## config.mk

```make
export PLATFORM = sky130hd
export DESIGN_NAME = bpa_ctrl
export DESIGN_NICKNAME = d
export VERILOG_FILES = /design/src/rtl/bpa_pkg.sv /design/src/rtl/bpa_ctrl.sv
export VERILOG_INCLUDE_DIRS = /design/src /design/src/rtl
export SDC_FILE = /design/constraint.sdc
export NUM_CORES = 1
export LEC_CHECK = 0
export ABC_CLOCK_PERIOD_IN_PS = 2650
export BUFFER_PORTS_ARGS = -buffer_cell sky130_fd_sc_hd__buf_2
export CORE_AREA = 2 2 39 41
export DETAILED_ROUTE_END_ITERATION = 10
export DIE_AREA = 0 0 41 43
export PLACE_DENSITY = 0.63
export RECOVER_POWER = 25
export SLEW_MARGIN = 20
export SYNTH_ARGS = -nofsm -noshare
export SYNTH_HDL_FRONTEND = slang
export SYNTH_SLANG_ARGS = --single-unit
```

## constraint.sdc

```tcl
create_clock -name clk_i -period 2.65 [get_ports clk_i]
set_input_delay 0.265 -clock clk_i [delete_from_list [all_inputs] [get_ports clk_i]]
set_output_delay 0.265 -clock clk_i [all_outputs]
set_load 0.01 [all_outputs]
```

## src/rtl/buddy_page_allocator_assert.svh

```systemverilog
// Assertion macros shared by the allocator modules.
`ifndef BUDDY_PAGE_ALLOCATOR_ASSERT_SVH
`define BUDDY_PAGE_ALLOCATOR_ASSERT_SVH

// Same-cycle implication, checked out of reset.
`define BPA_ASSERT_NOW(lbl, ante, cons) \
  lbl: assert property (@(posedge clk_i) disable iff (!rst_ni) (ante) |-> (cons)) \
    else $error("bpa check failed");

// Next-cycle implication, checked out of reset.
`define BPA_ASSERT_NXT(lbl, ante, cons) \
  lbl: assert property (@(posedge clk_i) disable iff (!rst_ni) (ante) |=> (cons)) \
    else $error("bpa check failed");

`endif

```

## src/rtl/bpa_pkg.sv

```systemverilog
package bpa_pkg;

  localparam int unsigned FRAME_W     = 12;
  localparam int unsigned ORDER_W     = 4;
  localparam int unsigned COUNT_W     = 13;
  localparam int unsigned LINK_W      = FRAME_W + 1;  // null flag on top
  localparam int unsigned PAGE_FRAMES = 4096;
  localparam int unsigned TOP_ORDER   = 10;

  localparam logic [LINK_W-1:0] NULL_LINK = {1'b1, {FRAME_W{1'b0}}};

  localparam logic CMD_ALLOC = 1'b0;
  localparam logic CMD_FREE  = 1'b1;

  typedef struct packed {
    logic               command;
    logic [ORDER_W-1:0] block_order;
    logic [FRAME_W-1:0] frame_in;
  } bpa_req_t;

  typedef struct packed {
    logic [FRAME_W-1:0] frame_out;
    logic               granted;
    logic [COUNT_W-1:0] pages_free;
  } bpa_rsp_t;

  // datapath operations, one per cycle
  typedef enum logic [3:0] {
    OP_NONE,
    OP_LOAD,
    OP_SCAN_UP,
    OP_POP_RD,
    OP_POP_WR,
    OP_SPLIT,
    OP_ALLOC_DONE,
    OP_WALK_INIT,
    OP_WALK_RD,
    OP_WALK_ADV,
    OP_HIT_RD,
    OP_UNLINK,
    OP_FREE_PUSH
  } bpa_op_e;

  typedef struct packed {
    logic in_bad;      // incoming word is rejected outright
    logic in_free;     // incoming word is a free
    logic head_null;   // list at current level is empty
    logic lvl_top;     // current level is the top order
    logic lvl_gt_ord;  // splits still to do
    logic cur_null;    // walk reached list end
    logic cur_hit;     // walk found the buddy
    logic steps_max;   // walk bound reached
  } bpa_sts_t;

endpackage

```

## src/rtl/bpa_ctrl.sv

```systemverilog
module bpa_ctrl import bpa_pkg::*; (
  input  logic     clk_i,
  input  logic     rst_ni,
  input  logic     start_i,
  input  bpa_sts_t sts_i,
  output bpa_op_e  op_o,
  output logic     busy_o,
  output logic     done_o
);

  typedef enum logic [3:0] {
    S_IDLE, S_SCAN, S_POP, S_SPLIT, S_WALK_INIT, S_WALK, S_NEXT, S_UNLINK,
    S_PUSH, S_DONE
  } state_e;

  state_e state_q, state_d;

  always_comb begin
    state_d = state_q;
    op_o    = OP_NONE;
    unique case (state_q)
      S_IDLE: begin
        if (start_i) begin
          op_o = OP_LOAD;
          if (sts_i.in_bad) state_d = S_DONE;
          else if (sts_i.in_free) state_d = S_WALK_INIT;
          else state_d = S_SCAN;
        end
      end
      S_SCAN: begin
        if (!sts_i.head_null) begin
          op_o    = OP_POP_RD;
          state_d = S_POP;
        end else if (sts_i.lvl_top) begin
          state_d = S_DONE;
        end else begin
          op_o = OP_SCAN_UP;
        end
      end
      S_POP: begin
        op_o    = OP_POP_WR;
        state_d = S_SPLIT;
      end
      S_SPLIT: begin
        if (sts_i.lvl_gt_ord) begin
          op_o = OP_SPLIT;
        end else begin
          op_o    = OP_ALLOC_DONE;
          state_d = S_DONE;
        end
      end
      S_WALK_INIT: begin
        if (sts_i.lvl_top) begin
          state_d = S_PUSH;
        end else begin
          op_o    = OP_WALK_INIT;
          state_d = S_WALK;
        end
      end
      S_WALK: begin
        if (sts_i.cur_null || sts_i.steps_max) begin
          state_d = S_PUSH;
        end else if (sts_i.cur_hit) begin
          op_o    = OP_HIT_RD;
          state_d = S_UNLINK;
        end else begin
          op_o    = OP_WALK_RD;
          state_d = S_NEXT;
        end
      end
      S_NEXT: begin
        op_o    = OP_WALK_ADV;
        state_d = S_WALK;
      end
      S_UNLINK: begin
        op_o    = OP_UNLINK;
        state_d = S_WALK_INIT;
      end
      S_PUSH: begin
        op_o    = OP_FREE_PUSH;
        state_d = S_DONE;
      end
      S_DONE: state_d = S_IDLE;
      default: state_d = S_IDLE;
    endcase
  end

  always_ff @(posedge clk_i or negedge rst_ni) begin
    if (!rst_ni) begin
      state_q <= S_IDLE;
    end else begin
      state_q <= state_d;
    end
  end

  assign busy_o = (state_q != S_IDLE);
  assign done_o = (state_q == S_DONE);

`include "buddy_page_allocator_assert.svh"
  `BPA_ASSERT_NXT(a_done_then_idle, done_o, !busy_o)
  `BPA_ASSERT_NXT(a_start_goes_busy, start_i && !busy_o, busy_o)
  `BPA_ASSERT_NOW(a_no_op_when_done, done_o, op_o == OP_NONE)

endmodule

```

=== After elaboration in Yosys (flattened, before gate mapping) ===
Index checks and enable logic that the tools add are counted.

* Equal/unequal tests: 12
* Muxes and demuxes: 18
* Reduce and logical (&&, ||, !) cells: 4

{| class="wikitable"
|+ Operators with widths
! operator !! number
|-
| $pmux W4 S9 || 2
|-
| $mux W4 || 8
|-
| $eq A4 B3 Y1 const B || 4
|-
| $eq A4 B2 Y1 const B || 2
|-
| $eq A4 B4 Y1 const B || 2
|-
| $mux W2 || 4
|-
| $mux W3 || 2
|-
| $eq A4 B1 Y1 const B || 1
|-
| $logic_not A4 Y1 || 1
|-
| $ne A2 B2 Y1 const B || 2
|-
| $reduce_bool A4 Y1 || 1
|-
| $ne A3 B3 Y1 const B || 1
|-
| $reduce_and A3 Y1 || 1
|-
| $mux W1 || 2
|-
| $logic_or A1 B1 Y1 || 1
|}

* Input bits: 11
* Bits in registers: 4
* Output and inout port bits: 6

=== Longest topological paths before layout ===
Gate-level depths: netlist of run 1.

* Word-level depth: 4
* Gate-level depth with buffers: 7

=== Worst setup path after synthesis of run 1 ===
No wires, ideal clock.

* Kind: reg-to-output
* Start: register state_q[1]
* End: output port op_o[3]
* Stages on the path, launching flop included: 6
* Data arrival time: 1.201 ns
* Slack: 1.184 ns
* Path through: dfrtp_1 > buf_6 > nor4b_2 > and3_4 > a21oi_1 > o21ai_1

* Longest elaborated chain between the ends: 2
* Elaborated cells on any way between the ends: 10
* Classes of those cells: eq/ne (8); mux (1); reduce/logical (1)

{| class="wikitable"
|+ Ends and longest elaborated chain
! what !! RTL line !! source
|-
| from (decl) || bpa_ctrl.sv:16 || <nowiki>state_e state_q, state_d;</nowiki>
|-
| from (signal assigned) || bpa_ctrl.sv:92 || <nowiki>state_q <= state_d;</nowiki>
|-
| $eq A4 B4 Y1 (tied with other cells) || bpa_ctrl.sv:21 || <nowiki>unique case (state_q)</nowiki>
|-
| $pmux W4 S9 * || bpa_ctrl.sv:21 ||
|-
| to (decl) || bpa_ctrl.sv:6 || <nowiki>output bpa_op_e op_o,</nowiki>
|}

Mark *: on every way between the ends. The rest lies on a longest branch, timed or not.

=== Worst setup path after layout of run 1 ===
Ends and elaborated chain as after synthesis.

==> results of run 1 <==
-- logic make-up (layout without fill, tap and decap cells) --
kind of cell    Yosys count  in the layout  synth area share
flops                     4              4            0.2010
simple gates             29             29            0.3216
buf+inv                   7             22            0.1030
compound gates           26             26            0.3744
-- layout make-up --
class	count	area, sq um	share of cell area
clock buffers	3	22.52	0.03846
well taps	16	20.02	0.03419
multi-input cells	55	346.6	0.5919
inverters	2	7.507	0.01282
flip-flops and latches	4	100.1	0.1709
repair buffers	17	88.84	0.1517
-- power by group through the flow --
stage          combinational (uW)  clock (uW)  sequential [uW]
2_1_floorplan                 373           0              105
3_3_place_gp                  383           0              166
3_5_place_dp                  379           0              168
4_1_cts                       383        75.3              168
5_1_grt                       426        76.8              180
6_report                      383        72.0              169
-- metrics by stage --
stage	util	cells	total power [uW]	setup slack [ps]	hold slack, ps
global placement	0.4005	93	549.7	968.2	73.01
floorplan	-	66	477.1	1184	-30.59
detailed placement	0.4005	93	547.9	947.0	68.84
CTS	0.4241	97	625.8	689.4	324.4
finish	0.4231	97	623.9	706.1	330.0
global route	0.4231	97	682.5	579.4	335.7
-- cell usage in the layout (no fill, tap or decap), types with 2 or more instances in the layout --
master    instances
a21o_1            2
a21oi_1           7
buf_2            15
clkbuf_4          3
dfrtp_1           4
inv_1             2
nand2_1           6
nand2b_1          2
nand3b_1          2
nor2_1           10
o211ai_1          2
o21ai_0           3
o21ai_1           2
-- layer usage --
metal | vias up | part of all wire | global-route usage
li1 | 271 | - | -
met1 | 239 | 0.46 | 0.2033
met2 | 13 | 0.49 | 0.2188
met3 | 0 | 0.045 | 0.01571
met4 | 0 | 0 | 0.04000
met5 | - | 0 | 0
-- critical path, cell delays in order, from the launching register on --
cell,delay (ps)
dfrtp_1,550
nor4b_2,340
and3_4,250
a21oi_1,50
o21ai_1,130
buf_2,140
-- path summary, 6_finish.rpt --
kind                            startpoint          to  slack [ps]
worst max-delay path            state_q[1]     op_o[3]         710
worst min-delay path              sts_i[1]  state_q[0]         330
worst max register to register  state_q[1]  state_q[0]        1040
worst min register to register  state_q[2]  state_q[3]         830
max in group asynchronous           rst_ni  state_q[2]        2100
min in group asynchronous           rst_ni  state_q[0]         380
==> flow_summary.yaml, run 1 <==
floorplan:
  io_pins: 17
  die-area_sq_mm: 0.001763
  rows: 14
  dieHeight_um: 43
  initial_core_util: 0.3599
  die_w_um: 41
  core-area_sq_mm: 0.001384
clock_network:
  cts.sinks: 4
  cts_resized: 0
  cts_buffers: 3
  clk_pin_slew_worst_paths_ps: 40
  postCtsSetupRepairBufs: 0
  insertion_delay_ps: 230
  cts_hold_buf: 1
  clockRootBuffer: "clkbuf_4"
  cts_buffer_depth: 2
  cts.htree.levels: 1
  cts_tree: "done"
sta:
  period_share: 0.7335
  worst_pin_slew_ps: 496.5
  period_needed_ps: 1944
  rsz0062_at_grt: "no"
  tns_ps: 0
  max-slew-margin-rel: 0.6690
  worst_clock_skew_ps: 2.921
  drv_slew: 0
  hold_violations: 0
  setup_viol: 0
  clock.fmax_mhz: 514.4
power:
  power_frac_seq: 0.271
  peakVddDrop_mv: 0.3035
  power_frac_clock: 0.115
  p_per_area_mw_per_mm2: 1065
  intPower_uw: 317.1
  leakage_uw: 0.0002643
  p_sw_uw: 306.8
  power.share.switching: 0.4917
  p_comb_frac: 0.614
synth:
  yosys_most_used_dff: "dfrtp_1"
  synth.area.top_cells: "dfrtp_1 20%, nor2_1 7.5%, a21oi_1 7.0%, buf_6 6.8%, nand2_1 4.5%"
  synth_seq_area_share: 0.2010
  synth_top_area_frac: 0.2010
  synthesis.area_sq_um: 498.0
  synth_area_per_cell_sq_um: 7.545
  syn-num-nets: 77
  async_flop_share: 1.000
  yosysMostFrequentCell: "nor2_1"
  yosys.area.top_type: "dfrtp_1"
  ys_top_cells_by_count: "10 x nor2_1, 7 x a21oi_1, 6 x nand2_1"
  synth_warnings: 0
  ys_ff_latch: 4
  postSynthCellCount: 66
  yosysUniqueCellTypes: 32
  synth-edff-count: 0
critical_path:
  reg2reg_depth: 5
  crit_fanout: 17
  end_kind: "primary output"
  crit_type: "flop to primary output"
  crit_path_start_kind: "flop"
  crit_required_ps: 2380
  critPathArrivalTime_ps: 1680
detailed_routing:
  wl_um: 1117
  dr.pass1.iters: 4
  drt_iter0_drc: 23
  avgRoutedWirePerCell_um: 11.52
  vias: 523
  drc: 0
  via_per_inst: 5.392
  drtAntennaViolNets: 0
final_layout:
  syn_to_final_growth_pct: 17.59
  reg_top3: "state_q x4"
  nets: 94
  antennaDiodeCount: 0
  num-fill-cells: 142
  largest-register: "state_q"
  largest_reg_flops: 4
  drive_above_1_share: 0.2963
  finalInstanceArea_sq_um: 585.6
global_route:
  grt_max_degree: 18
  antenna_found_initial: 0
  grt_pass1_wl_um: 1800
  track_usage: 0.1424
  grt_pass1_vias: 439
  overflow: 0
outcome:
  status: "finished, final reports clean"
hold_path:
  hold_depth: 3
  hold_class: "input pin to flop"
placed_design:
  dpl_cell_area_sq_um: 554.3
  gp_congestion: 0.8818
  post-dp-hpwl_um: 849.7
  io_buffers: 16
job:
  drv_cap: 0
Power figures use the tool's default switching activity.
==> inputs of run 2 (changes only) <==
- ABC_AREA: not set -> 1
- ABC_CLOCK_PERIOD_IN_PS: 2650 -> 2000
- PLACE_DENSITY: 0.63 -> 0.64
- clock period: 2.65 -> 2 ns (I/O delays scaled with it)
==> run 2 against run 1 <==
  * Cell count increased by 24%
  * Clock skew increased by 4.8 ps
  * Worst hold slack got worse by 35 ps
  * Clock power increased by 38%
  * Area after synthesis increased by 1.5%
==> flow_summary.yaml, run 2 <==
floorplan:
  initial_core_util: 0.3653
  dieHeight_um: 43
  die_w_um: 41
  rows: 14
  core-area_sq_mm: 0.001384
  die-area_sq_mm: 0.001763
  io_pins: 17
detailed_routing:
  vias: 574
  dr.pass1.iters: 4
  via_per_inst: 4.783
  avgRoutedWirePerCell_um: 10.21
  drc: 0
  wl_um: 1225
  drtAntennaViolNets: 0
  drt_iter0_drc: 40
final_layout:
  nets: 117
  num-fill-cells: 149
  reg_top3: "state_q x4"
  regArea_sq_um: 100.1
  final_common_cell: "nand2_1"
  finalInstanceArea_sq_um: 625.6
  syn_to_final_growth_pct: 23.76
  antennaDiodeCount: 0
  final_cell_mix: "20 x nand2_1, 15 x buf_2, 13 x inv_1, 12 x nand3_1, 9 x nor2_1"
  drive_above_1_share: 0.3558
  multiInputGateArea_sq_um: 326.6
  largest-register: "state_q"
  largest_reg_flops: 4
placed_design:
  dpl_cell_area_sq_um: 594.3
  dp_slack_ps: 572.9
  gp_congestion: 0.9639
  io_buffers: 16
  post-dp-hpwl_um: 997.1
critical_path:
  crit_path_start_kind: "flop"
  crit_fanout: 9
  rr_endpoint: "state_q[0]"
  crit_chain: "inv_1 -> nand2_1 -> nor2_2 -> o21ai_1 -> o21ai_1 -> nor2_1 -> nand3_1 -> buf_2"
  crit_path_frequent_cell: "o21ai_1"
  crit_required_ps: 1800
  startpoint: "state_q[1]"
  reg2reg_depth: 8
  cp_top_family: "flip-flops"
  critical_path_buf_inv_count: 2
  critPathArrivalTime_ps: 1520
  crit_cells: 8
  rr_startpoint: "state_q[1]"
  critPathMaxStageDelay_ps: 480
  slowest_stage: "dfrtp_1"
  endpoint: "op_o[1]"
  end_kind: "primary output"
  crit_type: "flop to primary output"
  reg2reg_slack_ps: 660
global_route:
  overflow: 0
  grt_max_degree: 10
  antenna_found_initial: 0
  track_usage: 0.1729
  grt_pass1_vias: 566
  grt_pass1_wl_um: 2166
clock_network:
  cts.htree.levels: 1
  clockRootBuffer: "clkbuf_4"
  cts.sinks: 4
  insertion_delay_ps: 240
  cts_buffer_depth: 2
  cts_buffers: 3
  clk_pin_slew_worst_paths_ps: 40
  cts_tree: "done"
synth:
  yosysMostFrequentCell: "nand2_1"
  yosysUniqueCellTypes: 16
  synth.area.top_cells: "dfrtp_1 20%, nand2_1 15%, nand3_1 12%, inv_1 9.7%, nor2_1 6.7%"
  synth_seq_area_share: 0.1980
  ys_top_cells_by_count: "20 x nand2_1, 13 x inv_1, 12 x nand3_1"
  ys_ff_latch: 4
  synthesis.area_sq_um: 505.5
  async_flop_share: 1.000
  yosys.area.top_type: "dfrtp_1"
  synth_area_per_cell_sq_um: 5.947
  postSynthCellCount: 85
  synth_top_area_frac: 0.1980
  syn-num-nets: 96
  yosys_most_used_dff: "dfrtp_1"
  synth-edff-count: 0
  synth_warnings: 0
sta:
  max-slew-margin-rel: 0.7807
  worst_pin_slew_ps: 328.9
  period_needed_ps: 1716
  tns_ps: 0
  setup_viol: 0
  rsz0062_at_grt: "no"
  clock.fmax_mhz: 582.6
  fin_ws_ps: 283.6
  drv_slew: 0
  period_share: 0.8582
  hold_violations: 0
  worst_clock_skew_ps: 7.769
hold_path:
  hold_class: "input pin to flop"
power:
  p_per_area_mw_per_mm2: 1400
  power_uw: 875.8
  peakVddDrop_mv: 0.5240
  leakage_uw: 0.0003542
outcome:
  status: "finished, final reports clean"
job:
  drv_cap: 0
[run 2: changes by cell type after synthesis, sizes merged, moves of 3 or more]
cell / previous run / this run
nor2: 11 / 17
nand3: 1 / 13
o21ai: 5 / 2
a21oi: 7 / 0
inv: 2 / 18
buf: 5 / 1
nand2: 6 / 24
[run 2: layer usage]
layer	vias up	part of all wire	track usage
li1	305	-	-
met1	238	0.40	0.2204
met2	27	0.53	0.2844
met3	4	0.056	0.01571
met4	0	0.014	0.06667
met5	-	0	0
[run 2: worst min path at each step]
stage             start    endpoint  slack, ps  depth (start not counted)
6_report       sts_i[6]  state_q[2]        290                          3
3_5_place_dp     rst_ni  state_q[3]          4                          1
3_3_place_gp     rst_ni  state_q[3]          7                          1
4_1_cts          rst_ni  state_q[2]        290                          2
5_1_grt        sts_i[6]  state_q[2]        310                          3
2_1_floorplan    rst_ni  state_q[0]       -100                          0
[run 2: cell families (layout without fill, tap and decap cells)]
group                  after synthesis  count (layout)  synth area share
AO/OA/AOI/OAI                        5               5           0.07921
buffers and inverters               19              38            0.1559
flip-flops                           4               4            0.1980
AND/OR/NAND/NOR                     57              57            0.5668
[run 2: power by group]
group	internal (uW)	switching, uW	leakage (uW)
clock network	67.0	32.5	0.0000138
registers	116	71.4	0.0000514
logic	221	368	0.000289
total	404	472	0.000354
[run 2: area by class of cell]
type / count / area share
Multi-Input combinational cell: 62 / 0.5220
Sequential cell: 4 / 0.1600
Timing Repair Buffer: 17 / 0.1420
Inverter: 18 / 0.1080
Clock buffer: 3 / 0.03600
Tap cell: 16 / 0.03200
[run 2: tightest hold or removal path, cell delays in order]
cell,delay (ps)
buf_2,100
nand3_1,100
a31oi_2,90
[run 2: through the flow]
stage / util / hold slack, ps / cells
detailed placement: 0.4295 / 3.940 / 116
global route: 0.4521 / 315.0 / 120
floorplan: - / -95.59 / 85
CTS: 0.4530 / 294.9 / 120
finish: 0.4521 / 294.5 / 120
global placement: 0.4295 / 6.978 / 116
[run 2: timing repair]
action                    4_1_cts  5_1_grt
hold buffers                    1        0
setup buffers                   0        0
hold endpoints to repair        4        0
resized for setup               0        0
==> inputs of run 3 (changes only) <==
- ABC_CLOCK_PERIOD_IN_PS: 2000 -> 1500
- PLACE_DENSITY: 0.64 -> 0.66
- clock period: 2 -> 1.5 ns (I/O delays scaled with it)
==> run 3 against run 2 <==
  * The run now ends with setup timing left
  * Clock power rose by 34%
  * Design area rose by 20%
  * Sequential share of layout area fell by 2.1 points
  * Sequential cell count did not move
  * Count of clock-buffer cells in the layout did not move
  * Power rose by 67%
  * Routed wire length rose by 28%
  * Register-to-register slack got worse by 520 ps
  * Combinational power rose by 83%
  * Sequential power rose by 29%
  * First-iteration DRC count fell by 48%
  * Critical path type unchanged
==> flow_summary.yaml, run 3 (synthesis gave the netlist of run 2 again) <==
outcome:
  status: "finished with violations"
  violations: "setup timing"
placed_design:
  dpl_cell_area_sq_um: 601.8
  post-dp-hpwl_um: 1002
  io_buffers: 16
  gp_congestion: 0.9168
critical_path:
  cp_top_family: "flip-flops"
  crit_chain: "inv_1 -> nand2_2 -> nor2_4 -> o21ai_1 -> o21ai_1 -> nor2_1 -> nand3_1 -> buf_2"
  slowest_stage: "dfrtp_1"
  critPathMaxStageDelay_ps: 390
  reg2reg_slack_ps: 140
  crit_path_frequent_cell: "o21ai_1"
  end_kind: "primary output"
  crit_path_start_kind: "flop"
  critPathArrivalTime_ps: 1450
  crit_required_ps: 1350
  crit_fanout: 3
  critical_path_buf_inv_count: 2
  crit_type: "flop to primary output"
final_layout:
  antennaDiodeCount: 0
  final_cell_mix: "15 x nand2_1, 15 x buf_2, 13 x inv_1, 12 x nand3_1"
  syn_to_final_growth_pct: 48.27
  final_core_util: 0.5416
  drive_above_1_share: 0.5000
  nets: 127
  largest_reg_flops: 4
  reg_top3: "state_q x4"
  largest-register: "state_q"
  finalInstanceArea_sq_um: 749.5
sta:
  hold_violations: 0
  fin_ws_ps: -97.71
  rsz0062_at_grt: "yes"
  clock.fmax_mhz: 625.9
  tns_ps: -220.8
  period_share: 1.065
  period_needed_ps: 1598
  worst_clock_skew_ps: 1.737
  max-slew-margin-rel: 0.8379
  worst_pin_slew_ps: 242.5
  setup_viol: 4
  drv_slew: 0
detailed_routing:
  vias: 643
  drc: 0
  dr.pass1.iters: 4
  avgRoutedWirePerCell_um: 12.05
  via_per_inst: 4.946
  wl_um: 1567
  drt_iter0_drc: 21
  drtAntennaViolNets: 0
clock_network:
  cts_tree: "done"
  clockRootBuffer: "clkbuf_4"
  cts_buffers: 3
  insertion_delay_ps: 230
  cts.htree.levels: 1
  clk_pin_slew_worst_paths_ps: 40
  cts_buffer_depth: 2
  cts.sinks: 4
hold_path:
  hold_class: "input pin to flop"
global_route:
  grt_pass1_wl_um: 2290
  grt_pass1_vias: 565
  overflow: 0
  antenna_found_initial: 0
  track_usage: 0.1869
  grt_max_degree: 8
job:
  drv_cap: 0
floorplan:
  die-area_sq_mm: 0.001763
  rows: 14
  initial_core_util: 0.3653
  die_w_um: 41
  core-area_sq_mm: 0.001384
  io_pins: 17
  dieHeight_um: 43
power:
  leakage_uw: 0.0004074
  peakVddDrop_mv: 0.8143
  power_uw: 1459
  p_per_area_mw_per_mm2: 1947
-- run 3: changes by cell type in the layout (fill, tap and decap cells not counted), moves of 3 or more --
cell / before / now
nor2_2: 5 / 2
nor2_4: 3 / 7
dfrtp_2: 0 / 3
nand2_2: 4 / 9
buf_4: 0 / 9
dfrtp_1: 4 / 1
nand2_1: 20 / 15
-- run 3: repair_timing --
action,4_1_cts,5_1_grt
buffers inserted,3,6
hold buffers,1,0
endpoints found under the hold margin,4,0
pin swaps,4,8
gates resized for setup,7,8
setup endpoints to repair,4,4
-- run 3: path summary, 6_finish.rpt --
path,start,endpoint,cells after the start
min in group asynchronous,rst_ni,state_q[0],2
min,sts_i[6],state_q[2],3
max reg2reg,state_q[0],state_q[2],8
min reg2reg,state_q[0],state_q[1],1
max,state_q[1],op_o[1],8
max in group asynchronous,rst_ni,state_q[3],2
-- run 3: power by group --
part,internal (uW),switching [uW],leakage [uW]
combinational,454,629,0.000346
sequential,162,79.9,0.0000475
clock,89.5,43.8,0.0000138
-- run 3: stage by stage --
step / setup WS [ps] / std cells / hold WS [ps]
2_1_floorplan: 296.1 / 85 / -145.6
3_3_place_gp: 126.0 / 117 / -44.17
3_5_place_dp: 121.4 / 117 / -45.21
4_1_cts: -36.96 / 124 / 245.2
5_1_grt: -120.8 / 130 / 257.5
6_report: -97.71 / 130 / 249.1
-- run 3: per-layer routing --
| layer | track usage | wire length (um) | part of all wire |
|---|---|---|---|
| met4 | 0.04000 | 23 | 0.015 |
| met1 | 0.2557 | 622 | 0.40 |
| met3 | 0.03141 | 68 | 0.043 |
| met2 | 0.2969 | 852 | 0.54 |
| met5 | 0 | 0 | 0 |
-- run 3: layout make-up --
| type | count | area, sq um |
|---|---|---|
| sequential | 4 | 103.9 |
| clock buffer | 3 | 22.52 |
| inverter | 18 | 67.56 |
| timing repair buffer | 27 | 167.7 |
| fill | 140 | 634.4 |
| tap | 16 | 20.02 |
| multi-input combinational | 62 | 367.9 |
-- run 3: worst min-delay path, delay by kind of cell --
kind / cells / cell delay (ps)
simple gates: 1 / 100
compound gates: 1 / 90
buf+inv: 1 / 100
